[config.mk]
export PLATFORM = sky130hd
export DESIGN_NAME = load_target_worker_count_regulator_flat
export DESIGN_NICKNAME = d
export VERILOG_FILES = /design/src/rtl/core/ltwcr_pkg.sv /design/src/rtl/core/ltwcr_if.sv /design/src/rtl/core/load_target_worker_count_regulator.sv /design/src/rtl/core/ltwcr_seq.sv /design/src/rtl/core/ltwcr_dp.sv /design/src/flat_wrapper.sv
export SDC_FILE = /design/constraint.sdc
export NUM_CORES = 1
export LEC_CHECK = 0
export ABC_AREA = 1
export BUFFER_PORTS_ARGS = -buffer_cell sky130_fd_sc_hd__buf_4
export CELL_PAD_IN_SITES_DETAIL_PLACEMENT = 1
export CELL_PAD_IN_SITES_GLOBAL_PLACEMENT = 2
export CORE_MARGIN = 1.5
export CORE_UTILIZATION = 40
export DETAILED_ROUTE_END_ITERATION = 12
export HOLD_SLACK_MARGIN = 0.03
export PLACE_DENSITY = 0.8
export SYNTH_ARGS = -nofsm -noshare
export SYNTH_HDL_FRONTEND = slang
export SYNTH_SLANG_ARGS = --single-unit
[constraint.sdc]
create_clock -name i_clk -period 10.1 [get_ports i_clk]
set_input_delay 1.515 -clock i_clk [delete_from_list [all_inputs] [get_ports i_clk]]
set_output_delay 1.515 -clock i_clk [all_outputs]
set_load 0.05 [all_outputs]
[src/rtl/core/ltwcr_pkg.sv]
// ----------------------------------------------------------------------------
// ltwcr_pkg
// types, constants and control store shared by the worker count regulator
// ----------------------------------------------------------------------------
package ltwcr_pkg;

    localparam int LOAD_W  = 18;
    localparam int CNT_W   = 8;
    localparam int PRE_O_W = 19;
    localparam int PROD_W  = 38;
    localparam int ACC_W   = 40;
    localparam int KC_W    = 20;

    // 1/(1-e) and e/(1-e) in q16, e = exp(-5/60)
    localparam logic [KC_W-1:0] K_Q16   = 20'd819655;
    localparam logic [KC_W-1:0] KM1_Q16 = 20'd754119;
    // ceil(2^19/3), exact floor(x/3) for x < 2^19
    localparam logic [KC_W-1:0] RECIP3  = 20'd174763;
    localparam int RECIP3_SH = 19;

    // configuration register indexes
    localparam logic [1:0] CFG_LOAD_TARGET = 2'd0;
    localparam logic [1:0] CFG_WORKER_MAX  = 2'd1;
    localparam logic [1:0] CFG_WORKER_MIN  = 2'd2;

    typedef logic [2:0] t_step;

    localparam t_step STEP_DISPATCH = 3'd0;
    localparam t_step STEP_CROSS    = 3'd1;
    localparam t_step STEP_DIFF     = 3'd2;
    localparam t_step STEP_STATS    = 3'd3;
    localparam t_step STEP_REG      = 3'd4;
    localparam t_step STEP_PRIME    = 3'd5;
    localparam t_step STEP_BYPASS   = 3'd6;

    typedef enum logic [1:0] {MA_SAMPLE, MA_PREV, MA_DEF} t_mul_a;
    typedef enum logic [1:0] {MK_K, MK_KM1, MK_RECIP} t_mul_k;
    typedef enum logic [1:0] {ACC_HOLD, ACC_LOAD, ACC_SUB} t_acc_op;
    typedef enum logic [1:0] {EM_NONE, EM_REG, EM_PRIME, EM_BYPASS} t_emit;
    typedef enum logic {JC_NEXT, JC_DISPATCH} t_jump;

    typedef struct packed {
        logic    mul_en;
        t_mul_a  mul_a;
        t_mul_k  mul_k;
        t_acc_op acc_op;
        logic    ld_def;
        logic    ld_stats;
        t_emit   emit;
        t_jump   jc;
    } t_uword;

    typedef struct packed {
        logic   accept;
        logic   exec;
        t_uword u;
    } t_ctrl;

    typedef struct packed {
        logic is_prime;
        logic bypass;
        logic out_free;
    } t_dp_stat;

    typedef struct packed {
        logic [LOAD_W-1:0] load_target;
        logic [CNT_W-1:0]  worker_max;
        logic [CNT_W-1:0]  worker_min;
    } t_cfg;

    // control store
    function automatic t_uword ucode_rom(input t_step step);
        t_uword w;
        w.mul_en   = 1'b0;
        w.mul_a    = MA_SAMPLE;
        w.mul_k    = MK_K;
        w.acc_op   = ACC_HOLD;
        w.ld_def   = 1'b0;
        w.ld_stats = 1'b0;
        w.emit     = EM_NONE;
        w.jc       = JC_NEXT;
        unique case (step)
            STEP_DISPATCH: begin
                w.mul_en = 1'b1;
                w.mul_a  = MA_SAMPLE;
                w.mul_k  = MK_K;
                w.ld_def = 1'b1;
                w.jc     = JC_DISPATCH;
            end
            STEP_CROSS: begin
                w.mul_en = 1'b1;
                w.mul_a  = MA_PREV;
                w.mul_k  = MK_KM1;
                w.acc_op = ACC_LOAD;
            end
            STEP_DIFF: begin
                w.mul_en = 1'b1;
                w.mul_a  = MA_DEF;
                w.mul_k  = MK_RECIP;
                w.acc_op = ACC_SUB;
            end
            STEP_STATS:  w.ld_stats = 1'b1;
            STEP_REG:    w.emit = EM_REG;
            STEP_PRIME:  w.emit = EM_PRIME;
            STEP_BYPASS: w.emit = EM_BYPASS;
            default:     w.emit = EM_BYPASS;
        endcase
        return w;
    endfunction

endpackage

[src/rtl/core/ltwcr_if.sv]
// ----------------------------------------------------------------------------
// ltwcr interfaces
// tick input, result output and configuration write channels
// ----------------------------------------------------------------------------
interface ltwcr_in_if;
    import ltwcr_pkg::*;
    logic              valid;
    logic              ready;
    logic [LOAD_W-1:0] load_sample;
    logic              prime;
    modport source (output valid, output load_sample, output prime, input ready);
    modport sink   (input valid, input load_sample, input prime, output ready);
endinterface

interface ltwcr_out_if;
    import ltwcr_pkg::*;
    logic                      valid;
    logic                      ready;
    logic [CNT_W-1:0]          worker_count;
    logic [LOAD_W-1:0]         recent_load;
    logic signed [PRE_O_W-1:0] target_before_clamp;
    logic [LOAD_W-1:0]         load_echo;
    logic                      stats_valid;
    modport source (output valid, output worker_count, output recent_load,
                    output target_before_clamp, output load_echo, output stats_valid,
                    input ready);
    modport sink   (input valid, input worker_count, input recent_load,
                    input target_before_clamp, input load_echo, input stats_valid,
                    output ready);
endinterface

interface ltwcr_cfg_if;
    import ltwcr_pkg::*;
    logic              valid;
    logic              ready;
    logic [1:0]        index;
    logic [LOAD_W-1:0] data;
    modport source (output valid, output index, output data, input ready);
    modport sink   (input valid, input index, input data, output ready);
endinterface

[src/rtl/core/load_target_worker_count_regulator.sv]
// ----------------------------------------------------------------------------
// load_target_worker_count_regulator
// turns periodic load average ticks into a worker count via a fractional target
// ----------------------------------------------------------------------------
//  channel   dir  transaction
//  i_in      in   one tick: load_sample (q10.8), prime
//  o_out     out  one result per tick: worker_count, recent_load,
//                 target_before_clamp, load_echo, stats_valid
//  i_cfg     in   register write: index (0 load_target, 1 worker_max,
//                 2 worker_min), data
//
//  a regulating tick runs five microcode steps after its accept cycle; prime
//  and bypass ticks run dispatch, then their emitting step; no new tick is
//  taken until the current one emits; the single shared 18x20 multiplier forms
//  the two inverse-average products and the divide-by-three reciprocal in turn
//  synchronous active-low reset: target 255.0 workers, previous load zero,
//  load_target 0, worker_max 8, worker_min 0
//  a tick is taken while the previous result waits; the emitting step holds
//  until the result register is free
//  config writes are always ready
// ----------------------------------------------------------------------------
module load_target_worker_count_regulator #(
    parameter int MAX_WORKERS    = 255,
    parameter int LOAD_FRAC_BITS = 8
) (
    input  logic        i_clk,
    input  logic        i_rst_n,
    ltwcr_in_if.sink    i_in,
    ltwcr_out_if.source o_out,
    ltwcr_cfg_if.sink   i_cfg
);
    import ltwcr_pkg::*;

    // configuration registers
    t_cfg r_cfg;

    always_ff @(posedge i_clk) begin
        if (!i_rst_n) begin
            r_cfg.load_target <= '0;
            r_cfg.worker_max  <= 8'd8;
            r_cfg.worker_min  <= '0;
        end else if (i_cfg.valid) begin
            case (i_cfg.index)
                CFG_LOAD_TARGET: r_cfg.load_target <= i_cfg.data;
                CFG_WORKER_MAX:  r_cfg.worker_max  <= i_cfg.data[CNT_W-1:0];
                CFG_WORKER_MIN:  r_cfg.worker_min  <= i_cfg.data[CNT_W-1:0];
                default:         r_cfg <= r_cfg; // unused index, write dropped
            endcase
        end
    end

    assign i_cfg.ready = 1'b1;

    // sequencer and datapath
    t_ctrl    w_ctrl;
    t_dp_stat w_stat;
    logic     w_busy;

    ltwcr_seq u_seq (
        .i_clk      (i_clk),
        .i_rst_n    (i_rst_n),
        .i_in_valid (i_in.valid),
        .i_stat     (w_stat),
        .o_in_ready (i_in.ready),
        .o_busy     (w_busy),
        .o_ctrl     (w_ctrl)
    );

    ltwcr_dp #(
        .MAX_WORKERS    (MAX_WORKERS),
        .LOAD_FRAC_BITS (LOAD_FRAC_BITS)
    ) u_dp (
        .i_clk         (i_clk),
        .i_rst_n       (i_rst_n),
        .i_ctrl        (w_ctrl),
        .i_cfg         (r_cfg),
        .i_load_sample (i_in.load_sample),
        .i_prime       (i_in.prime),
        .o_stat        (w_stat),
        .o_out         (o_out)
    );

    // an accepted tick keeps the sequencer running
    a_accept_busy: assert property (@(posedge i_clk) disable iff (!i_rst_n)
        (i_in.valid && i_in.ready) |=> w_busy)
        else $error("sequencer idle after tick accept");

    // regulated results never fall below the configured minimum
    a_min_held: assert property (@(posedge i_clk) disable iff (!i_rst_n)
        (o_out.valid && o_out.stats_valid) |-> (o_out.worker_count >= r_cfg.worker_min))
        else $error("worker count below minimum");

    // results without statistics carry zeroed statistics
    a_stats_zero: assert property (@(posedge i_clk) disable iff (!i_rst_n)
        (o_out.valid && !o_out.stats_valid) |->
        (o_out.recent_load == '0 && o_out.target_before_clamp == '0))
        else $error("statistics set on unregulated result");

endmodule

[src/rtl/core/ltwcr_seq.sv]
// ----------------------------------------------------------------------------
// ltwcr_seq
// step counter, control store fetch and dispatch jumps
// ----------------------------------------------------------------------------
module ltwcr_seq (
    input  logic                i_clk,
    input  logic                i_rst_n,
    input  logic                i_in_valid,
    input  ltwcr_pkg::t_dp_stat i_stat,
    output logic                o_in_ready,
    output logic                o_busy,
    output ltwcr_pkg::t_ctrl    o_ctrl
);
    import ltwcr_pkg::*;

    logic   r_busy, n_busy;
    t_step  r_step, n_step;
    t_uword w_u;
    logic   w_accept, w_exec;

    assign w_u      = ucode_rom(r_step);
    assign w_accept = i_in_valid && !r_busy;
    // an emitting step waits for room in the result register
    assign w_exec   = r_busy && ((w_u.emit == EM_NONE) || i_stat.out_free);

    always_comb begin
        n_busy = r_busy;
        n_step = r_step;
        if (w_accept) begin
            n_busy = 1'b1;
            n_step = STEP_DISPATCH;
        end else if (w_exec) begin
            if (w_u.emit != EM_NONE) begin
                n_busy = 1'b0;
                n_step = STEP_DISPATCH;
            end else if (w_u.jc == JC_DISPATCH && i_stat.is_prime) begin
                n_step = STEP_PRIME;
            end else if (w_u.jc == JC_DISPATCH && i_stat.bypass) begin
                n_step = STEP_BYPASS;
            end else begin
                n_step = r_step + 3'd1;
            end
        end
    end

    always_ff @(posedge i_clk) begin
        if (!i_rst_n) begin
            r_busy <= 1'b0;
            r_step <= STEP_DISPATCH;
        end else begin
            r_busy <= n_busy;
            r_step <= n_step;
        end
    end

    assign o_in_ready    = !r_busy;
    assign o_busy        = r_busy;
    assign o_ctrl.accept = w_accept;
    assign o_ctrl.exec   = w_exec;
    assign o_ctrl.u      = w_u;

endmodule

[src/rtl/core/ltwcr_dp.sv]
// ----------------------------------------------------------------------------
// ltwcr_dp
// shared multiplier, accumulator, target update, clamp and result register
// ----------------------------------------------------------------------------
module ltwcr_dp #(
    parameter int MAX_WORKERS    = 255,
    parameter int LOAD_FRAC_BITS = 8
) (
    input  logic                         i_clk,
    input  logic                         i_rst_n,
    input  ltwcr_pkg::t_ctrl             i_ctrl,
    input  ltwcr_pkg::t_cfg              i_cfg,
    input  logic [ltwcr_pkg::LOAD_W-1:0] i_load_sample,
    input  logic                         i_prime,
    output ltwcr_pkg::t_dp_stat          o_stat,
    ltwcr_out_if.source                  o_out
);
    import ltwcr_pkg::*;

    localparam int WK_W  = ($clog2(MAX_WORKERS + 1) > CNT_W) ?
                           $clog2(MAX_WORKERS + 1) : CNT_W;
    localparam int TGT_W = WK_W + LOAD_FRAC_BITS;
    localparam int CL_W  = CNT_W + LOAD_FRAC_BITS;
    localparam int PRE_W = ((TGT_W > PRE_O_W) ? TGT_W : PRE_O_W) + 2;
    localparam logic [TGT_W-1:0] TGT_RESET = TGT_W'(MAX_WORKERS) << LOAD_FRAC_BITS;
    localparam logic [CL_W:0]    CEIL_ADD  = (CL_W + 1)'((1 << LOAD_FRAC_BITS) - 1);

    logic [LOAD_W-1:0]       r_sample;
    logic                    r_prime;
    logic [LOAD_W-1:0]       r_prev;
    logic [TGT_W-1:0]        r_target;
    logic signed [PRE_O_W-1:0] r_def;
    logic [PROD_W-1:0]       r_prod;
    logic signed [ACC_W-1:0] r_acc;
    logic [LOAD_W-1:0]       r_recent;
    logic signed [PRE_W-1:0] r_pre;

    logic                      r_out_valid;
    logic [CNT_W-1:0]          r_wc;
    logic [LOAD_W-1:0]         r_out_recent;
    logic signed [PRE_O_W-1:0] r_out_pre;
    logic [LOAD_W-1:0]         r_out_echo;
    logic                      r_out_sv;

    t_uword w_u;
    logic   w_go;
    logic   w_load_out;

    assign w_u        = i_ctrl.u;
    assign w_go       = i_ctrl.exec;
    assign w_load_out = w_go && (w_u.emit != EM_NONE);

    // multiplier operands
    logic [LOAD_W-1:0] w_ma;
    logic [KC_W-1:0]   w_mk;

    always_comb begin
        case (w_u.mul_a)
            MA_SAMPLE: w_ma = r_sample;
            MA_PREV:   w_ma = r_prev;
            MA_DEF:    w_ma = r_def[LOAD_W-1:0];
            default:   w_ma = r_sample;
        endcase
        case (w_u.mul_k)
            MK_K:     w_mk = K_Q16;
            MK_KM1:   w_mk = KM1_Q16;
            MK_RECIP: w_mk = RECIP3;
            default:  w_mk = K_Q16;
        endcase
    end

    // recent load: round half up, floor at zero, saturate high
    logic                    w_acc_pos;
    logic signed [ACC_W-1:0] w_rnd;
    logic [LOAD_W-1:0]       w_recent;

    assign w_acc_pos = !r_acc[ACC_W-1] && (r_acc != '0);
    assign w_rnd     = r_acc + ACC_W'(32768);

    always_comb begin
        if (!w_acc_pos) begin
            w_recent = '0;
        end else if (|w_rnd[ACC_W-1:16+LOAD_W]) begin
            w_recent = '1;
        end else begin
            w_recent = w_rnd[16+LOAD_W-1:16];
        end
    end

    // target step: a third of a surplus deficit, all of a negative one
    logic                    w_def_pos;
    logic signed [PRE_W-1:0] w_step;
    logic signed [PRE_W-1:0] w_pre;

    assign w_def_pos = !r_def[PRE_O_W-1] && (r_def != '0);
    assign w_step    = w_def_pos ?
                       $signed(PRE_W'(r_prod[PROD_W-1:RECIP3_SH])) : PRE_W'(r_def);
    assign w_pre     = $signed(PRE_W'(r_target)) + w_step;

    // clamp, round up and apply min/max
    logic signed [PRE_W-1:0] w_src;
    logic [CL_W-1:0]         w_hi;
    logic [CL_W-1:0]         w_clamped;
    logic [CL_W:0]           w_ceil_sum;
    logic [CNT_W-1:0]        w_ceil;
    logic [CNT_W-1:0]        w_count;

    assign w_src      = (w_u.emit == EM_REG) ? r_pre : $signed(PRE_W'(r_target));
    assign w_hi       = {i_cfg.worker_max, {LOAD_FRAC_BITS{1'b0}}};
    assign w_ceil_sum = {1'b0, w_clamped} + CEIL_ADD;
    assign w_ceil     = w_ceil_sum[LOAD_FRAC_BITS+CNT_W-1:LOAD_FRAC_BITS];

    always_comb begin
        if (w_src[PRE_W-1]) begin
            w_clamped = '0;
        end else if (w_src > $signed(PRE_W'(w_hi))) begin
            w_clamped = w_hi;
        end else begin
            w_clamped = w_src[CL_W-1:0];
        end
        if (i_cfg.load_target == '0) begin
            w_count = i_cfg.worker_max;
        end else if (i_cfg.worker_max == '0) begin
            w_count = '0;
        end else if (w_ceil < i_cfg.worker_min) begin
            w_count = i_cfg.worker_min;
        end else begin
            w_count = w_ceil;
        end
    end

    // payload path
    always_ff @(posedge i_clk) begin
        if (i_ctrl.accept) begin
            r_sample <= i_load_sample;
            r_prime  <= i_prime;
        end
        if (w_go && w_u.mul_en) begin
            r_prod <= PROD_W'(w_ma) * PROD_W'(w_mk);
        end
        if (w_go && w_u.ld_def) begin
            r_def <= $signed({1'b0, i_cfg.load_target}) - $signed({1'b0, r_sample});
        end
        if (w_go) begin
            case (w_u.acc_op)
                ACC_LOAD: r_acc <= $signed(ACC_W'(r_prod));
                ACC_SUB:  r_acc <= r_acc - $signed(ACC_W'(r_prod));
                default:  r_acc <= r_acc;
            endcase
        end
        if (w_go && w_u.ld_stats) begin
            r_recent <= w_recent;
            r_pre    <= w_pre;
        end
        if (w_load_out) begin
            r_wc <= w_count;
            case (w_u.emit)
                EM_REG: begin
                    r_out_recent <= r_recent;
                    r_out_pre    <= r_pre[PRE_O_W-1:0];
                    r_out_echo   <= r_sample;
                    r_out_sv     <= 1'b1;
                end
                EM_PRIME: begin
                    r_out_recent <= '0;
                    r_out_pre    <= '0;
                    r_out_echo   <= r_sample;
                    r_out_sv     <= 1'b0;
                end
                default: begin
                    r_out_recent <= '0;
                    r_out_pre    <= '0;
                    r_out_echo   <= '0;
                    r_out_sv     <= 1'b0;
                end
            endcase
        end
    end

    // regulator state
    always_ff @(posedge i_clk) begin
        if (!i_rst_n) begin
            r_prev      <= '0;
            r_target    <= TGT_RESET;
            r_out_valid <= 1'b0;
        end else begin
            if (w_go && (w_u.emit == EM_REG || w_u.emit == EM_PRIME)) begin
                r_prev <= r_sample;
            end
            if (w_go && w_u.emit == EM_REG) begin
                r_target <= TGT_W'(w_clamped);
            end
            if (w_load_out) begin
                r_out_valid <= 1'b1;
            end else if (o_out.ready) begin
                r_out_valid <= 1'b0;
            end
        end
    end

    assign o_stat.is_prime = r_prime;
    assign o_stat.bypass   = (i_cfg.load_target == '0) || (i_cfg.worker_max == '0);
    assign o_stat.out_free = !r_out_valid || o_out.ready;

    assign o_out.valid               = r_out_valid;
    assign o_out.worker_count        = r_wc;
    assign o_out.recent_load         = r_out_recent;
    assign o_out.target_before_clamp = r_out_pre;
    assign o_out.load_echo           = r_out_echo;
    assign o_out.stats_valid         = r_out_sv;

endmodule

[src/flat_wrapper.sv]
// flat-port wrapper written by rule: the top's interface ports become plain ports
module load_target_worker_count_regulator_flat import ltwcr_pkg::*;
#(
    parameter int MAX_WORKERS    = 255,
    parameter int LOAD_FRAC_BITS = 8
)
  (i_clk, i_rst_n, i_in_valid, i_in_load_sample, i_in_prime, i_in_ready, o_out_valid, o_out_worker_count, o_out_recent_load, o_out_target_before_clamp, o_out_load_echo, o_out_stats_valid, o_out_ready, i_cfg_valid, i_cfg_index, i_cfg_data, i_cfg_ready);
  ltwcr_in_if i_in_i ();
  ltwcr_out_if o_out_i ();
  ltwcr_cfg_if i_cfg_i ();
  input  logic i_clk;
  input  logic i_rst_n;
  input wire logic [$bits(i_in_i.valid)-1:0] i_in_valid;
  input wire logic [$bits(i_in_i.load_sample)-1:0] i_in_load_sample;
  input wire logic [$bits(i_in_i.prime)-1:0] i_in_prime;
  output wire logic [$bits(i_in_i.ready)-1:0] i_in_ready;
  output wire logic [$bits(o_out_i.valid)-1:0] o_out_valid;
  output wire logic [$bits(o_out_i.worker_count)-1:0] o_out_worker_count;
  output wire logic [$bits(o_out_i.recent_load)-1:0] o_out_recent_load;
  output wire logic [$bits(o_out_i.target_before_clamp)-1:0] o_out_target_before_clamp;
  output wire logic [$bits(o_out_i.load_echo)-1:0] o_out_load_echo;
  output wire logic [$bits(o_out_i.stats_valid)-1:0] o_out_stats_valid;
  input wire logic [$bits(o_out_i.ready)-1:0] o_out_ready;
  input wire logic [$bits(i_cfg_i.valid)-1:0] i_cfg_valid;
  input wire logic [$bits(i_cfg_i.index)-1:0] i_cfg_index;
  input wire logic [$bits(i_cfg_i.data)-1:0] i_cfg_data;
  output wire logic [$bits(i_cfg_i.ready)-1:0] i_cfg_ready;
  assign i_in_i.valid = i_in_valid;
  assign i_in_i.load_sample = i_in_load_sample;
  assign i_in_i.prime = i_in_prime;
  assign i_in_ready = i_in_i.ready;
  assign o_out_valid = o_out_i.valid;
  assign o_out_worker_count = o_out_i.worker_count;
  assign o_out_recent_load = o_out_i.recent_load;
  assign o_out_target_before_clamp = o_out_i.target_before_clamp;
  assign o_out_load_echo = o_out_i.load_echo;
  assign o_out_stats_valid = o_out_i.stats_valid;
  assign o_out_i.ready = o_out_ready;
  assign i_cfg_i.valid = i_cfg_valid;
  assign i_cfg_i.index = i_cfg_index;
  assign i_cfg_i.data = i_cfg_data;
  assign i_cfg_ready = i_cfg_i.ready;
  load_target_worker_count_regulator #(.MAX_WORKERS(MAX_WORKERS), .LOAD_FRAC_BITS(LOAD_FRAC_BITS)) u_core (.i_clk(i_clk), .i_rst_n(i_rst_n), .i_in(i_in_i), .o_out(o_out_i), .i_cfg(i_cfg_i));
endmodule
After elaboration in Yosys (flattened, before gate mapping)
Index checks and enable logic that the tools add are counted.
{"block": "word_totals", "reg_bits": 292, "latchBits": 0, "ram_bits": 0, "rom_bits": 0, "in_bits": 44, "out_inout_bits": 67, "wordCells": 111, "mem_count": 0}
{"block": "op_classes", "addsub": 6, "n_mul": 1, "div_mod_pow": 0, "magnitude_cmp": 2, "eq_ne": 15, "shift": 0, "muxes": 25, "n_bitwise": 1, "n_reduce_logical": 41}
{"op": "40-bit case mux with 2 select lines", "count": 1}
{"op": "21-bit two-way mux", "count": 2}
{"op": "40-bit by 17-bit adder with 40-bit output (second input constant)", "count": 1}
{"op": "20-bit case mux with 2 select lines", "count": 1}
{"op": "40-bit nonzero test", "count": 1}
{"op": "40-bit by 39-bit subtractor with 40-bit output", "count": 1}
{"op": "18-bit by 20-bit multiplier with 38-bit output", "count": 1}
{"op": "18-bit case mux with 2 select lines", "count": 1}
{"op": "16-bit two-way mux", "count": 2}
{"op": "8-bit two-way mux", "count": 3}
{"op": "17-bit by 21-bit adder with 21-bit output", "count": 1}
{"op": "21-bit by 17-bit greater-than comparator with 1-bit output", "count": 1}
{"op": "19-bit nonzero test", "count": 1}
{"op": "18-bit by 18-bit subtractor with 19-bit output", "count": 1}
{"op": "18-bit zero test", "count": 1}
{"op": "18-bit two-way mux", "count": 1}
{"op": "16-bit by 8-bit adder with 16-bit output (second input constant)", "count": 1}
{"op": "5-bit case mux with 3 select lines", "count": 1}
{"op": "1-bit logical AND", "count": 12}
{"op": "2-bit by 1-bit == test with 1-bit output (second input constant)", "count": 5}
{"op": "2-bit == test (second input constant)", "count": 5}
{"op": "2-bit AND reduction", "count": 5}
{"op": "2-bit nonzero test", "count": 5}
{"op": "3-bit two-way mux", "count": 3}
{"op": "17 further kinds", "count": 34}

Longest topological paths before layout
Gate-level depths: netlist (run 1).
{"block": "logic_depth", "word_depth": 13, "mapped_depth": 47, "depth_no_buf": 44}

Modules after synthesis
From an unflattened synthesis (run 1), not the netlist that was laid out.
{"block": "unflattened", "cells_unflattened": 2977, "hier_area_um2": 25744.7}
{"module": "ltwcr_dp", "n_inst": 1, "cells_each": 2696, "area_per_inst_um2": 23759.0, "seq_area_each_um2": 7277.0}
{"module": "load_target_worker_count_regulator", "n_inst": 1, "cells_each": 222, "area_per_inst_um2": 1565.3, "seq_area_each_um2": 680.7}
{"module": "ltwcr_seq", "n_inst": 1, "cells_each": 59, "area_per_inst_um2": 420.4, "seq_area_each_um2": 80.1}

Least setup slack after synthesis (run 1)
No wires, ideal clock.
{"block": "synth_path", "kind": "register to register", "from": "register u_core.u_seq.r_step[1]", "to": "register u_core.u_dp.r_prod[34] (data pin)", "setup_ns": 0.252, "t_arrival_ns": 7.342, "required_ns": 9.848, "path_slack_ns": 2.506, "path_stages_with_launch": 39, "path_buffers": 3, "synth_period_minus_slack_ns": 7.594, "path_cell_list": "dfxtp_1 > inv_1 > ha_1 > nand2_1 > inv_1 > ha_1 > clkbuf_1 > inv_1 > clkbuf_1 > clkbuf_1 > o21ai_0 > inv_1 > nor2_1 > inv_1 > fa_1 > fa_1 > fa_1 > fa_1 > (+3 left out) > ha_1 > nand2_1 > nor2_1 > a211oi_1 > o21ai_1 > nand2_1 > nand2_1 > inv_1 > o21ai_1 > nand2_1 > nand2_1 > nand3_1 > nand2_1 > nand2_1 > nand2_1 > nand2_1 > nand3_1 > nand2_1"}
{"block": "synth_via", "elab_chain_cells": 5, "elab_cells_between_ends": 11, "classes_between": "mul: 1; eq/ne: 6; mux: 3; reduce/logical: 1"}
{"item": "start: declaration", "line_no": "ltwcr_seq.sv:17", "source": "t_step r_step, n_step;"}
{"item": "start signal: assignment", "line_no": "ltwcr_seq.sv:52", "source": "r_step <= n_step;"}
{"item": "3-bit by 2-bit == test with 1-bit output (tied with other cells)", "line_no": "ltwcr_pkg.sv:82", "source": "unique case (step)"}
{"item": "5-bit case mux with 3 select lines (*)", "line_no": "ltwcr_pkg.sv:82"}
{"item": "2-bit == test (tied with other cells)", "line_no": "ltwcr_dp.sv:58", "source": "case (w_u.mul_a)"}
{"item": "18-bit case mux with 2 select lines / 20-bit case mux with 2 select lines (equally long branches)", "line_no": "ltwcr_dp.sv:58, ltwcr_dp.sv:64"}
{"item": "18-bit by 20-bit multiplier with 38-bit output (*)", "line_no": "ltwcr_dp.sv:139", "source": "r_prod <= PROD_W'(w_ma) * PROD_W'(w_mk);"}
{"item": "end signal: assignment", "line_no": "ltwcr_dp.sv:139"}
{"item": "end: declaration", "line_no": "ltwcr_dp.sv:33", "source": "logic [PROD_W-1:0] r_prod;"}
Mark *: on every way between the ends. The rest lies on a longest branch, timed or not.
A chain may end at the register's enable or synchronous reset.

Final worst setup path (run 1)
{"block": "layout_path", "from": "register u_core.u_seq.r_step[1]", "to": "register u_core.u_dp.r_prod[35] (data pin)"}
The elaborated chain is that of the path after synthesis.

==> metrics.md, run 1 <==
| Metric | Value |
|---|---|
| Run status | `completed` |
| Post-synthesis share of cell area spent on and, or, nand and nor gates | `13.9%` |
| R2R Setup Slk | `1.39 ns` |
| Post-synthesis compound-gate area fraction | `10.5%` |
| Number of nets in the layout | `3,504` |
| Cell type of the slowest stage on the worst timing path | `sky130_fd_sc_hd__o21ai_0` |
| Cells resized by post-CTS repair | `0` |
| Adder and majority gate portion of the synthesized area | `29.3%` |
| Number of endpoints with negative hold slack in the final report | `0` |
| Fin util | `45.7%` |
| Placement Cell Area | `27,000 sq um` |
| Boundary Pins | `111` |
| Initial Utilization | `40.7%` |
| FMAX | `115 MHz` |
| Relative slew slack | `16.8%` |
| Final setup violating endpoints | `0` |
| Post-route setup slack | `1.39 ns` |
| Vias/cell | `5.06` |
| Avg Inst Size Synth | `8.73 sq um` |
| Global-route wire length before repair | `119 mm` |
| Height of the die | `254 microns` |
| Worst Max-Slew Pin Slew | `1.24 ns` |
| Fillers | `7,367` |
| Worst EP required | `10.39 ns` |
| Dpl hpwl | `63.7 mm` |
| Number of max-slew violations in the final report | `0` |
| Number of remaining DRC errors | `0` |
| Overflow after GRT | `0` |
| Cell Int Power | `5.17 mW` |
| Main combinational cell family by area after synthesis | `adder cells` |
| Post-route fraction of the period consumed by the critical path | `86.2%` |
| Hold WC Path Type | `reg2reg` |
| Cell area power density | `362 nW/um^2` |
| Min cycle time layout | `8.71 ns` |
| Crit path kind | `reg2reg` |
| CTS H-tree depth | `2` |
| Hold path startpoint | `u_core.u_dp.r_prev[9]` |
| Area Growth Syn to Fin | `12.4%` |
| Critical path fanouts, max | `29` |
| Pre-CTS WS | `1.43 ns` |
| WL per Instance | `19.8 microns` |
| Yosys warnings | `0` |
| Share of final-layout standard cells stronger than drive strength 1 | `7.87%` |
| Clock network fraction of total power | `13.9%` |
| Sequential cell area fraction in the yosys report | `31.9%` |
| Worst hold margin | `0.453 ns` |
| Maximum ir drop on the vdd rail | `0.314 mV` |
| Post-CTS Repair Setup Buffers | `0` |
| Distinct cell type count of the synthesized netlist | `56` |
| Aggregate global-route resource usage | `24.2%` |
| Latest clock arrival within the worst-skew pair | `0.57 ns` |
| Switching share of power | `49.5%` |
| Hold endpoint | `u_core.u_dp.r_prev[9]` |
| Placement row count | `91` |
| Mapped Area | `25,200 sq um` |
| Die Outline Area | `64,500 sq um` |
| Share of flip-flops with an asynchronous set or reset | `0%` |
| Worst R2R End | `u_core.u_dp.r_prod[35]` |
| RSZ-0062 raised after global routing | `false` |
| TritonCTS clock tree | `built` |
| Post-cts hold buffer count | `0` |
| Clock input transition at the sequential cells of the worst setup and hold paths | `0.06 ns` |
| Antenna viol nets, final | `0` |
| Vias in the first global route | `21,300` |
| RD Place Congestion | `0.961` |
| Count of state elements after synthesis | `292` |
| Starting DRT DRC Count | `959` |
| Capturing element type of the critical path | `register` |
| Setup crit start kind | `register` |
| Routed WL | `76.4 mm` |
| Setup clock skew after layout | `0.0322 ns` |
| Post-synthesis net count | `3,396` |
| Worst hold stages | `2` |
| Largest net degree at the start of global routing | `67` |
| Cell occurring most often along the worst timing path | `sky130_fd_sc_hd__inv_1` |
| Number of synthesized flops with an enable pin | `219` |
| Xor and xnor fraction of the mapped netlist area | `3.72%` |
| Cell count after placement | `3,792` |
| Clock Path Buffers | `3` |
| Reg power frac | `18.3%` |
| Multiplexer area fraction after synthesis | `0%` |
| Initial antenna violation count | `0` |
| Peak per-stage delay on the critical path | `1.01 ns` |
| Number of buffers added by the clock tree synthesis step | `37` |
| Total inserted antenna cells | `0` |
| Post-route setup TNS | `0 ns` |
| Start of the worst register-to-register path | `u_core.u_seq.r_step[1]` |
| Horizontal die dimension | `254 microns` |
| Top FF cell, synth | `sky130_fd_sc_hd__edfxtp_1` |
| Post-layout total power | `10.2 mW` |
| Depth of the worst register-to-register path | `28` |
| Area of the placeable core | `61,900 sq um` |
| Count of buffers from port buffering | `109` |
| Leakage power | `13.5 nW` |
| Clk Tree Root Cell | `sky130_fd_sc_hd__clkbuf_16` |
| TritonRoute pass-1 iters | `5` |
| Max-Cap Viols | `0` |
| Arrival time at the worst endpoint | `9.00 ns` |
| Count of clock tree sinks | `292` |
| Number of non-filler instances in the completed layout | `3,860` |
| Total non-filler cell area in the finished layout | `28,300 sq um` |
| Part of the power in combinational logic | `67.8%` |
| Switch Pwr | `5.07 mW` |
| Number of instances in the synthesized netlist | `2,886` |
| Total vias in the final route | `19,500` |
## how the worst max path moves through the flow
stage,from,to,slack [ns],cells after the start
floorplan,u_core.u_seq.r_step[1],u_core.u_dp.r_prod[34],2.51,38
global placement,u_core.u_seq.r_step[1],u_core.u_dp.r_prod[35],1.72,28
detailed placement,u_core.u_seq.r_step[1],u_core.u_dp.r_prod[29],1.43,30
CTS,u_core.u_seq.r_step[1],u_core.u_dp.r_prod[29],1.37,30
global route,u_core.u_seq.r_step[1],u_core.u_dp.r_prod[35],0.65,28
finish,u_core.u_seq.r_step[1],u_core.u_dp.r_prod[35],1.39,28
## flip-flops by register name, indices dropped and copies added, names as in the netlist, 8 cells and up
signal,cells
u_core.u_dp.r_prod,38
u_core.u_dp.r_sample,18
u_core.u_dp.o_out.target_before_clamp,19
u_core.u_dp.r_acc,40
u_core.u_dp.o_out.worker_count,8
u_core.u_dp.r_target,16
u_core.u_dp.o_out.recent_load,18
u_core.u_dp.o_out.load_echo,18
u_core.u_dp.r_recent,18
u_core.u_dp.r_prev,18
u_core.r_cfg,34
u_core.u_dp.r_pre,21
u_core.u_dp.r_def,19
## synthesized netlist by cell type, types with 36 or more instances
cell type | count | area [sq um]
sky130_fd_sc_hd__ha_1 | 261 | 3270
sky130_fd_sc_hd__nor2_1 | 218 | 818
sky130_fd_sc_hd__xor2_1 | 71 | 622
sky130_fd_sc_hd__edfxtp_1 | 219 | 6580
sky130_fd_sc_hd__nand3_1 | 83 | 415
sky130_fd_sc_hd__fa_1 | 205 | 4100
sky130_fd_sc_hd__dfxtp_1 | 73 | 1460
sky130_fd_sc_hd__xnor2_1 | 36 | 315
sky130_fd_sc_hd__a21oi_1 | 187 | 936
sky130_fd_sc_hd__o21ai_0 | 200 | 1000
sky130_fd_sc_hd__nand2_1 | 434 | 1630
sky130_fd_sc_hd__clkbuf_1 | 48 | 180
sky130_fd_sc_hd__inv_1 | 637 | 2390
## placed cells by master, fill, tap and decap left out, types with 8 or more instances in the layout
cell                        synthesis  layout
sky130_fd_sc_hd__fa_1             205     205
sky130_fd_sc_hd__nor4_1            20      20
sky130_fd_sc_hd__ha_1             261     261
sky130_fd_sc_hd__nor2_1           218     214
sky130_fd_sc_hd__edfxtp_1         219     219
sky130_fd_sc_hd__a21oi_1          187     186
sky130_fd_sc_hd__nand2_1          434     434
sky130_fd_sc_hd__a21o_1            10      10
sky130_fd_sc_hd__dfxtp_1           73      73
sky130_fd_sc_hd__a31oi_1           15      15
sky130_fd_sc_hd__xor2_1            71      71
sky130_fd_sc_hd__nor3_1            20      20
sky130_fd_sc_hd__clkbuf_16          0      37
sky130_fd_sc_hd__o22ai_1           10      10
sky130_fd_sc_hd__nand3_1           83      83
sky130_fd_sc_hd__nand4_1           20      20
sky130_fd_sc_hd__a211oi_1           8       8
sky130_fd_sc_hd__xnor2_1           36      36
sky130_fd_sc_hd__clkinv_1           4       9
sky130_fd_sc_hd__buf_4              2     127
sky130_fd_sc_hd__o21ai_0          200     200
sky130_fd_sc_hd__inv_1            637     636
sky130_fd_sc_hd__or2_2             16      16
## layout make-up
| cell class | instances | area, sq um | share of cell area (%) |
|---|---|---|---|
| multi-input combinational | 1889 | 14500 | 51.3 |
| sequential | 292 | 8040 | 28.4 |
| clock buffer | 42 | 965 | 3.41 |
| tap | 837 | 1050 | 3.70 |
| inverter | 647 | 2430 | 8.58 |
| clock inverter | 26 | 348 | 1.23 |
| timing repair buffer | 127 | 953 | 3.37 |
## critical path: cells and delay by family, from the launching register on
family | cells | cell delay [ns]
adder cells (fa/ha/maj) | 9 | 3.68
AO/OA/AOI/OAI | 3 | 1.54
AND/OR/NAND/NOR | 6 | 1.38
flip-flops | 1 | 0.39
XOR/XNOR | 2 | 0.29
buffers and inverters | 8 | 1.14
## layer usage
layer  GRT usage, %  up-vias  wire [microns]
met5              0        -               0
met4           5.71        0            1560
met3           3.84       77            3180
met2           41.1      322           36400
met1           32.1     9658           35200
li1               -     9486               -
## cell families after synthesis
group | after synthesis
adder cells (fa/ha/maj) | 466
flip-flops | 292
XOR/XNOR | 107
other | 1
AO/OA/AOI/OAI | 482
buffers and inverters | 705
AND/OR/NAND/NOR | 833
## power by group through the flow
stage                     Sequential (mW)  Clock [mW]  Combinational, mW
after global routing                 1.88        1.50               7.97
after global placement               1.89           0               6.81
final                                1.87        1.42               6.94
after floorplan                      1.90           0               4.96
after detailed placement             1.90           0               6.98
after CTS                            1.87        1.46               7.03
Power figures use the tool's default switching activity.
==> run 2: changes to the inputs <==
--- a/config.mk
+++ b/config.mk
@@ -5,15 +5,15 @@
 export SDC_FILE = /design/constraint.sdc
 export NUM_CORES = 1
 export LEC_CHECK = 0
-export ABC_AREA = 1
 export BUFFER_PORTS_ARGS = -buffer_cell sky130_fd_sc_hd__buf_4
 export CELL_PAD_IN_SITES_DETAIL_PLACEMENT = 1
 export CELL_PAD_IN_SITES_GLOBAL_PLACEMENT = 2
+export CORE_ASPECT_RATIO = 0.7
 export CORE_MARGIN = 1.5
 export CORE_UTILIZATION = 40
 export DETAILED_ROUTE_END_ITERATION = 12
 export HOLD_SLACK_MARGIN = 0.03
-export PLACE_DENSITY = 0.8
+export PLACE_DENSITY = 0.77
 export SYNTH_ARGS = -nofsm -noshare
 export SYNTH_HDL_FRONTEND = slang
 export SYNTH_SLANG_ARGS = --single-unit
==> run 2 against run 1 <==
Effect of this change: the run now ends with design-rule violations left; critical path depth down 1; global-route usage down 1.0 points; worst setup slack worse by 0.13 ns; via count down 7.0%; first-iteration DRC count up 12%; maximum frequency down 1.5%; design area down 1.4%; final cell count down 9.7%; clock-buffer cell count up 3; core utilization down 0.45 points; wire length down 4.0%; register-to-register slack worse by 0.13 ns; critical path type unchanged; critical endpoint is now u_core.u_dp.r_prod[37]; largest cell class unchanged.
==> metrics.md, run 2 <==
| Metric | Value |
|---|---|
| Start of the worst register-to-register path | `u_core.u_seq.r_step[1]` |
| Adder and majority gate portion of the synthesized area | `29.4%` |
| Cells resized by post-CTS repair | `0` |
| Height of the die | `212 microns` |
| Yosys warnings | `0` |
| RD Place Congestion | `0.940` |
| Distinct cell type count of the synthesized netlist | `75` |
| Arrival time at the worst endpoint | `9.20 ns` |
| WL per Instance | `21.0 microns` |
| Vias in the first global route | `19,200` |
| Placement Cell Area | `26,800 sq um` |
| Count of buffers from port buffering | `109` |
| Worst Max-Slew Pin Slew | `1.20 ns` |
| Count of state elements after synthesis | `292` |
| Post-synthesis compound-gate area fraction | `12.3%` |
| Post-route setup TNS | `0 ns` |
| Clk Tree Root Cell | `sky130_fd_sc_hd__clkbuf_16` |
| Buf+Inv Stages, Crit Path | `5` |
| Multi-input combinational cell area | `15,000 sq um` |
| Number of instances in the synthesized netlist | `2,556` |
| Dpl hpwl | `60.6 mm` |
| Number of nets in the layout | `3,153` |
| Share of final-layout standard cells stronger than drive strength 1 | `7.84%` |
| Largest net degree at the start of global routing | `74` |
| Worst EP required | `10.47 ns` |
| Post-synthesis net count | `3,066` |
| Total inserted antenna cells | `0` |
| CTS H-tree depth | `2` |
| Avg Inst Size Synth | `9.79 sq um` |
| Aggregate global-route resource usage | `23.1%` |
| R2R Setup Slk | `1.26 ns` |
| Critical path's top delay family | `adder cells` |
| TritonCTS clock tree | `built` |
| RSZ-0062 raised after global routing | `false` |
| Relative slew slack | `17.9%` |
| Top cells by area in the synthesized netlist | `sky130_fd_sc_hd__edfxtp_1 26%, sky130_fd_sc_hd__fa_1 16%, sky130_fd_sc_hd__ha_1 13%, sky130_fd_sc_hd__inv_1 7.0%, sky130_fd_sc_hd__dfxtp_1 5.8%` |
| Antenna viol nets, final | `0` |
| Number of synthesized flops with an enable pin | `219` |
| Setup crit start kind | `register` |
| Violated checks | `design-rule violations` |
| Number of buffers added by the clock tree synthesis step | `34` |
| Final setup violating endpoints | `0` |
| Placement row count | `76` |
| Leading cell types in the layout, fill and taps excluded | `469 x sky130_fd_sc_hd__inv_1, 259 x sky130_fd_sc_hd__ha_1, 219 x sky130_fd_sc_hd__nand2_1, 219 x sky130_fd_sc_hd__edfxtp_1, 205 x sky130_fd_sc_hd__fa_1` |
| Depth of the worst register-to-register path | `27` |
| Die Outline Area | `64,100 sq um` |
| Overflow after GRT | `0` |
| Sequential cell area fraction in the yosys report | `32.1%` |
| Worst hold stages | `2` |
| Routed WL | `73.4 mm` |
| Cell with the most instances after synthesis | `sky130_fd_sc_hd__inv_1` |
| Starting DRT DRC Count | `1,078` |
| Post-cts hold buffer count | `0` |
| Reg area | `8040 sq um` |
| Initial antenna violation count | `4` |
| Worst R2R End | `u_core.u_dp.r_prod[37]` |
| Latest clock arrival within the worst-skew pair | `0.58 ns` |
| Number of remaining DRC errors | `11` |
| Count of clock tree sinks | `292` |
| Peak per-stage delay on the critical path | `0.74 ns` |
| Yosys top cell area share | `26.3%` |
| Hold endpoint | `u_core.u_dp.r_prev[6]` |
| Initial Utilization | `40.6%` |
| Total non-filler cell area in the finished layout | `27,900 sq um` |
| Crit path kind | `reg2reg` |
| Critical path fanouts, max | `36` |
| Setup clock skew after layout | `0.0458 ns` |
| Global-route wire length before repair | `113 mm` |
| FMAX | `113 MHz` |
| Share of flip-flops with an asynchronous set or reset | `0%` |
| Area Growth Syn to Fin | `11.6%` |
| Vias/cell | `5.21` |
| Leading cell type in the layout, fill and taps excluded | `sky130_fd_sc_hd__inv_1` |
| TritonRoute pass-1 iters | `12` |
| Top cell types by occurrence after synthesis | `469 x sky130_fd_sc_hd__inv_1, 261 x sky130_fd_sc_hd__ha_1, 219 x sky130_fd_sc_hd__edfxtp_1, 219 x sky130_fd_sc_hd__nand2_1, 205 x sky130_fd_sc_hd__fa_1` |
| Cell occurring most often along the worst timing path | `sky130_fd_sc_hd__fa_1` |
| Main combinational cell family by area after synthesis | `adder cells` |
| Clock input transition at the sequential cells of the worst setup and hold paths | `0.06 ns` |
| Max-Cap Viols | `0` |
| Hold WC Path Type | `reg2reg` |
| Clock Path Buffers | `3` |
| Most area-hungry cell type in the Yosys netlist | `sky130_fd_sc_hd__edfxtp_1` |
| Post-route fraction of the period consumed by the critical path | `87.5%` |
| Top FF cell, synth | `sky130_fd_sc_hd__edfxtp_1` |
| Number of endpoints with negative hold slack in the final report | `0` |
| Capturing element type of the critical path | `register` |
| Fillers | `6,904` |
| Number of max-slew violations in the final report | `0` |
| Area of the placeable core | `61,700 sq um` |
| Total vias in the final route | `18,200` |
| Largest registers | `u_core.u_dp.r_acc: 40 flops, u_core.u_dp.r_prod: 38 flops, u_core.r_cfg: 34 flops` |
| Post-CTS Repair Setup Buffers | `0` |
| Largest register by flop count | `u_core.u_dp.r_acc` |
| Mapped Area | `25,000 sq um` |
| Path length in cells of the critical path | `27` |
| Multiplexer area fraction after synthesis | `1.94%` |
| Post-synthesis share of cell area spent on and, or, nand and nor gates | `12.1%` |
| Hold path startpoint | `u_core.u_dp.r_prev[6]` |
| Min cycle time layout | `8.84 ns` |
| Horizontal die dimension | `302 microns` |
| Boundary Pins | `111` |
| Run status | `complete, but fails checks` |
| Cell type of the slowest stage on the worst timing path | `sky130_fd_sc_hd__ha_2` |
| Number of flip-flops in the largest register | `40` |
| Xor and xnor fraction of the mapped netlist area | `3.88%` |
[run 2: cell types whose count changed after synthesis, sizes merged, moves of 36 or more]
cell | previous run | this run
nand2 | 439 | 219
and2 | 1 | 55
nand2b | 0 | 36
o21ai | 205 | 94
nor2b | 0 | 52
nor2 | 221 | 122
a21o | 10 | 53
mux2i | 0 | 41
a21oi | 188 | 119
inv | 643 | 469
nand3 | 86 | 44
[run 2: worst register-to-register path: stages, from the launching register on]
cell and delay (ns):
sky130_fd_sc_hd__dfxtp_1 0.34, sky130_fd_sc_hd__inv_1 0.10, sky130_fd_sc_hd__ha_1 0.18, sky130_fd_sc_hd__nor2b_1 0.20, sky130_fd_sc_hd__ha_2 0.74, sky130_fd_sc_hd__a22o_1 0.31, sky130_fd_sc_hd__nor2_1 0.05, sky130_fd_sc_hd__a21oi_1 0.74
sky130_fd_sc_hd__nor2b_1 0.44, sky130_fd_sc_hd__fa_1 0.55, sky130_fd_sc_hd__fa_1 0.57, sky130_fd_sc_hd__inv_1 0.07, sky130_fd_sc_hd__fa_1 0.43, sky130_fd_sc_hd__fa_1 0.56, sky130_fd_sc_hd__inv_1 0.05, sky130_fd_sc_hd__fa_1 0.50
sky130_fd_sc_hd__inv_1 0.07, sky130_fd_sc_hd__fa_1 0.53, sky130_fd_sc_hd__inv_1 0.04, sky130_fd_sc_hd__ha_1 0.24, sky130_fd_sc_hd__or3_1 0.35, sky130_fd_sc_hd__nor2_1 0.10, sky130_fd_sc_hd__o21ai_0 0.16, sky130_fd_sc_hd__a211oi_1 0.52
sky130_fd_sc_hd__a211oi_1 0.18, sky130_fd_sc_hd__o21a_1 0.24, sky130_fd_sc_hd__o2111a_1 0.23, sky130_fd_sc_hd__a211oi_1 0.18
[run 2: how the worst max path moves through the flow]
stage,from,endpoint,slack [ns]
after global placement,u_core.u_seq.r_step[0],u_core.u_dp.r_prod[37],1.53
after global routing,u_core.u_seq.r_step[1],u_core.u_dp.r_prod[36],0.80
after floorplan,u_core.u_seq.r_step[1],u_core.u_dp.r_prod[36],2.32
after detailed placement,u_core.u_seq.r_step[0],u_core.u_dp.r_prod[37],1.30
after CTS,u_core.u_seq.r_step[1],u_core.u_dp.r_prod[37],1.26
final,u_core.u_seq.r_step[1],u_core.u_dp.r_prod[37],1.26
[run 2: cells by family (layout without fill, tap and decap cells)]
group	count (synthesis)	after routing
adders and majority gates	466	466
muxes	47	47
xor gates and xnor gates	111	111
and+or+nand+nor	629	629
buffers and inverters	541	651
other	1	1
DFF	292	292
AOI/OAI and AO/OA	469	469
[run 2: per-stage QoR]
| stage | worst slack [ns] | cells | hold slack [ns] | utilization, % |
|---|---|---|---|---|
| 2_1_floorplan | 2.32 | 2556 | 0.444 | - |
| 3_3_place_gp | 1.53 | 3426 | 0.455 | 43.4 |
| 3_5_place_dp | 1.30 | 3426 | 0.464 | 43.4 |
| 4_1_cts | 1.26 | 3485 | 0.472 | 45.2 |
| 5_1_grt | 0.796 | 3485 | 0.489 | 45.2 |
| 6_report | 1.26 | 3485 | 0.471 | 45.2 |
[run 2: layout make-up]
| cell class | instances | area share (%) |
|---|---|---|
| inverters | 469 | 6.31 |
| multi-input cells | 1723 | 53.8 |
| clock buffers | 45 | 3.56 |
| repair buffers | 123 | 3.31 |
| flip-flops and latches | 292 | 28.8 |
| well taps | 819 | 3.67 |
| clock inverters | 14 | 0.605 |
[run 2: metal layers]
metal | GRT usage, % | part of all wire [%]
met1 | 35.7 | 52
met2 | 33.7 | 41
met3 | 4.21 | 5.3
met4 | 4.03 | 1.4
met5 | 0 | 0
Power of run 2 is left out: the tool's default activity adds up to more than one toggle a clock period on the data nets, which glitch-free logic cannot reach.
==> run 3: changes to the inputs <==
--- a/config.mk
+++ b/config.mk
@@ -11,6 +11,7 @@
 export CORE_ASPECT_RATIO = 0.7
 export CORE_MARGIN = 1.5
 export CORE_UTILIZATION = 40
+export CTS_CLUSTER_SIZE = 28
 export DETAILED_ROUTE_END_ITERATION = 12
 export HOLD_SLACK_MARGIN = 0.03
 export PLACE_DENSITY = 0.77
==> constraint.sdc (replaced) <==
create_clock -name i_clk -period 11.4 [get_ports i_clk]
set_input_delay 1.71 -clock i_clk [delete_from_list [all_inputs] [get_ports i_clk]]
set_output_delay 1.71 -clock i_clk [all_outputs]
set_load 0.05 [all_outputs]
==> run 3 against run 2 <==
Effect of this change: the flow still finishes with violations (design-rule violations); worst setup slack better by 1.3 ns; wire length is 1.4% higher; global-route usage is 0.39 points higher; register-to-register slack better by 1.3 ns; clock-buffer cell count is 6 lower; critical endpoint is now u_core.u_dp.r_prod[36].
==> metrics.md, run 3 (synthesized netlist as in run 2, its figures left out) <==
| Metric | Value |
|---|---|
| Vias in the first global route | `19,400` |
| Share of final-layout standard cells stronger than drive strength 1 | `7.79%` |
| Capturing element type of the critical path | `register` |
| Number of endpoints with negative hold slack in the final report | `0` |
| Leading cell types in the layout, fill and taps excluded | `469 x sky130_fd_sc_hd__inv_1, 259 x sky130_fd_sc_hd__ha_1, 219 x sky130_fd_sc_hd__nand2_1, 219 x sky130_fd_sc_hd__edfxtp_1, 205 x sky130_fd_sc_hd__fa_1` |
| Boundary Pins | `111` |
| Cells resized by post-CTS repair | `0` |
| FMAX | `113 MHz` |
| Peak per-stage delay on the critical path | `0.75 ns` |
| Die Outline Area | `64,100 sq um` |
| Vias/cell | `5.26` |
| Post-route setup TNS | `0 ns` |
| Number of nets in the layout | `3,153` |
| Antenna viol nets, final | `0` |
| Relative slew slack | `21.7%` |
| Overflow after GRT | `0` |
| Cell occurring most often along the worst timing path | `sky130_fd_sc_hd__fa_1` |
| Post-CTS Repair Setup Buffers | `0` |
| Count of buffers from port buffering | `109` |
| TritonRoute pass-1 iters | `11` |
| Height of the die | `212 microns` |
| Crit path kind | `reg2reg` |
| Latest clock arrival within the worst-skew pair | `0.57 ns` |
| Post-cts hold buffer count | `0` |
| Worst Max-Slew Pin Slew | `1.17 ns` |
| Initial Utilization | `40.6%` |
| Min cycle time layout | `8.87 ns` |
| Setup crit start kind | `register` |
| TritonCTS clock tree | `built` |
| Largest register by flop count | `u_core.u_dp.r_acc` |
| RSZ-0062 raised after global routing | `false` |
| Routed WL | `74.4 mm` |
| Final setup violating endpoints | `0` |
| Leading cell type in the layout, fill and taps excluded | `sky130_fd_sc_hd__inv_1` |
| Max-Cap Viols | `0` |
| Aggregate global-route resource usage | `23.5%` |
| Cell type of the slowest stage on the worst timing path | `sky130_fd_sc_hd__ha_2` |
| Critical path fanouts, max | `36` |
| Area Growth Syn to Fin | `11.4%` |
| Worst hold margin | `0.469 ns` |
| Horizontal die dimension | `302 microns` |
| Area of the placeable core | `61,700 sq um` |
| Global-route wire length before repair | `115 mm` |
| Clock Path Buffers | `3` |
| Initial antenna violation count | `0` |
| Number of max-slew violations in the final report | `0` |
| Run status | `complete, but fails checks` |
| Total vias in the final route | `18,300` |
| Fin util | `45.2%` |
| Critical path's top delay family | `adder cells` |
| Clk Tree Root Cell | `sky130_fd_sc_hd__clkbuf_16` |
| Starting DRT DRC Count | `979` |
| Dpl hpwl | `61.2 mm` |
| Total inserted antenna cells | `0` |
| Setup clock skew after layout | `0.0461 ns` |
| Largest net degree at the start of global routing | `77` |
| Arrival time at the worst endpoint | `9.14 ns` |
| Largest registers | `u_core.u_dp.r_acc: 40 flops, u_core.u_dp.r_prod: 38 flops, u_core.r_cfg: 34 flops` |
| WL per Instance | `21.3 microns` |
| Buf+Inv Stages, Crit Path | `3` |
| Count of clock tree sinks | `292` |
| Post-route fraction of the period consumed by the critical path | `77.8%` |
| CTS H-tree depth | `2` |
| Clock input transition at the sequential cells of the worst setup and hold paths | `0.07 ns` |
| RD Place Congestion | `0.930` |
| Worst EP required | `11.67 ns` |
| Violated checks | `design-rule violations` |
| Hold WC Path Type | `reg2reg` |
| Number of flip-flops in the largest register | `40` |
| Placement row count | `76` |
| Number of buffers added by the clock tree synthesis step | `34` |
| Number of remaining DRC errors | `10` |
## run 3: worst paths after layout
kind              slack, ns                      to  cells past startpoint              startpoint
hold / removal         0.47   u_core.u_dp.r_prev[6]                      2   u_core.u_dp.r_prev[6]
hold reg to reg        0.47   u_core.u_dp.r_prev[6]                      2   u_core.u_dp.r_prev[6]
setup reg to reg       2.53  u_core.u_dp.r_prod[36]                     26  u_core.u_seq.r_step[1]
setup / recovery       2.53  u_core.u_dp.r_prod[36]                     26  u_core.u_seq.r_step[1]
## run 3: area by class of cell
cell class	instances	area, sq um
Clock buffer	39	900
Tap cell	819	1020
Fill cell	6932	33800
Sequential cell	292	8040
Multi-Input combinational cell	1723	15000
Timing Repair Buffer	123	923
Clock inverter	23	228
Inverter	469	1760
## run 3: worst register-to-register path, cell delays in order, from the launching register on
cell                       delay [ns]
sky130_fd_sc_hd__dfxtp_1         0.34
sky130_fd_sc_hd__inv_1           0.09
sky130_fd_sc_hd__ha_1            0.18
sky130_fd_sc_hd__nor2b_1         0.22
sky130_fd_sc_hd__ha_2            0.75
sky130_fd_sc_hd__a22o_1          0.37
sky130_fd_sc_hd__nor2_1          0.06
sky130_fd_sc_hd__a21oi_1         0.60
sky130_fd_sc_hd__nor2b_1         0.38
sky130_fd_sc_hd__inv_1           0.10
sky130_fd_sc_hd__fa_1            0.50
sky130_fd_sc_hd__fa_1            0.64
sky130_fd_sc_hd__fa_1            0.46
sky130_fd_sc_hd__fa_1            0.48
sky130_fd_sc_hd__fa_1            0.60
sky130_fd_sc_hd__inv_1           0.08
sky130_fd_sc_hd__fa_1            0.49
sky130_fd_sc_hd__ha_1            0.38
sky130_fd_sc_hd__o21a_1          0.18
sky130_fd_sc_hd__nor2b_1         0.05
sky130_fd_sc_hd__nor3_1          0.26
sky130_fd_sc_hd__o211ai_1        0.15
sky130_fd_sc_hd__a31oi_1         0.35
sky130_fd_sc_hd__a311o_1         0.29
sky130_fd_sc_hd__nand2_1         0.08
sky130_fd_sc_hd__mux2i_1         0.13
sky130_fd_sc_hd__a2111o_1        0.39
## run 3: stage by stage
step / setup WS, ns / instance area [sq um] / cells
2_1_floorplan: 3.62 / 25000 / 2556
3_3_place_gp: 2.74 / 26800 / 3426
3_5_place_dp: 2.53 / 26800 / 3426
4_1_cts: 2.49 / 27900 / 3488
5_1_grt: 1.93 / 27900 / 3488
6_report: 2.53 / 27900 / 3488
## run 3: routing by layer
layer / vias up / GRT usage [%] / wire [microns]
met4: 0 / 4.38 / 1120
li1: 8737 / - / -
met5: - / 0 / 0
met1: 9156 / 35.9 / 38200
met2: 374 / 34.2 / 30600
met3: 74 / 4.79 / 4360
Power of run 3 is left out for the same reason.
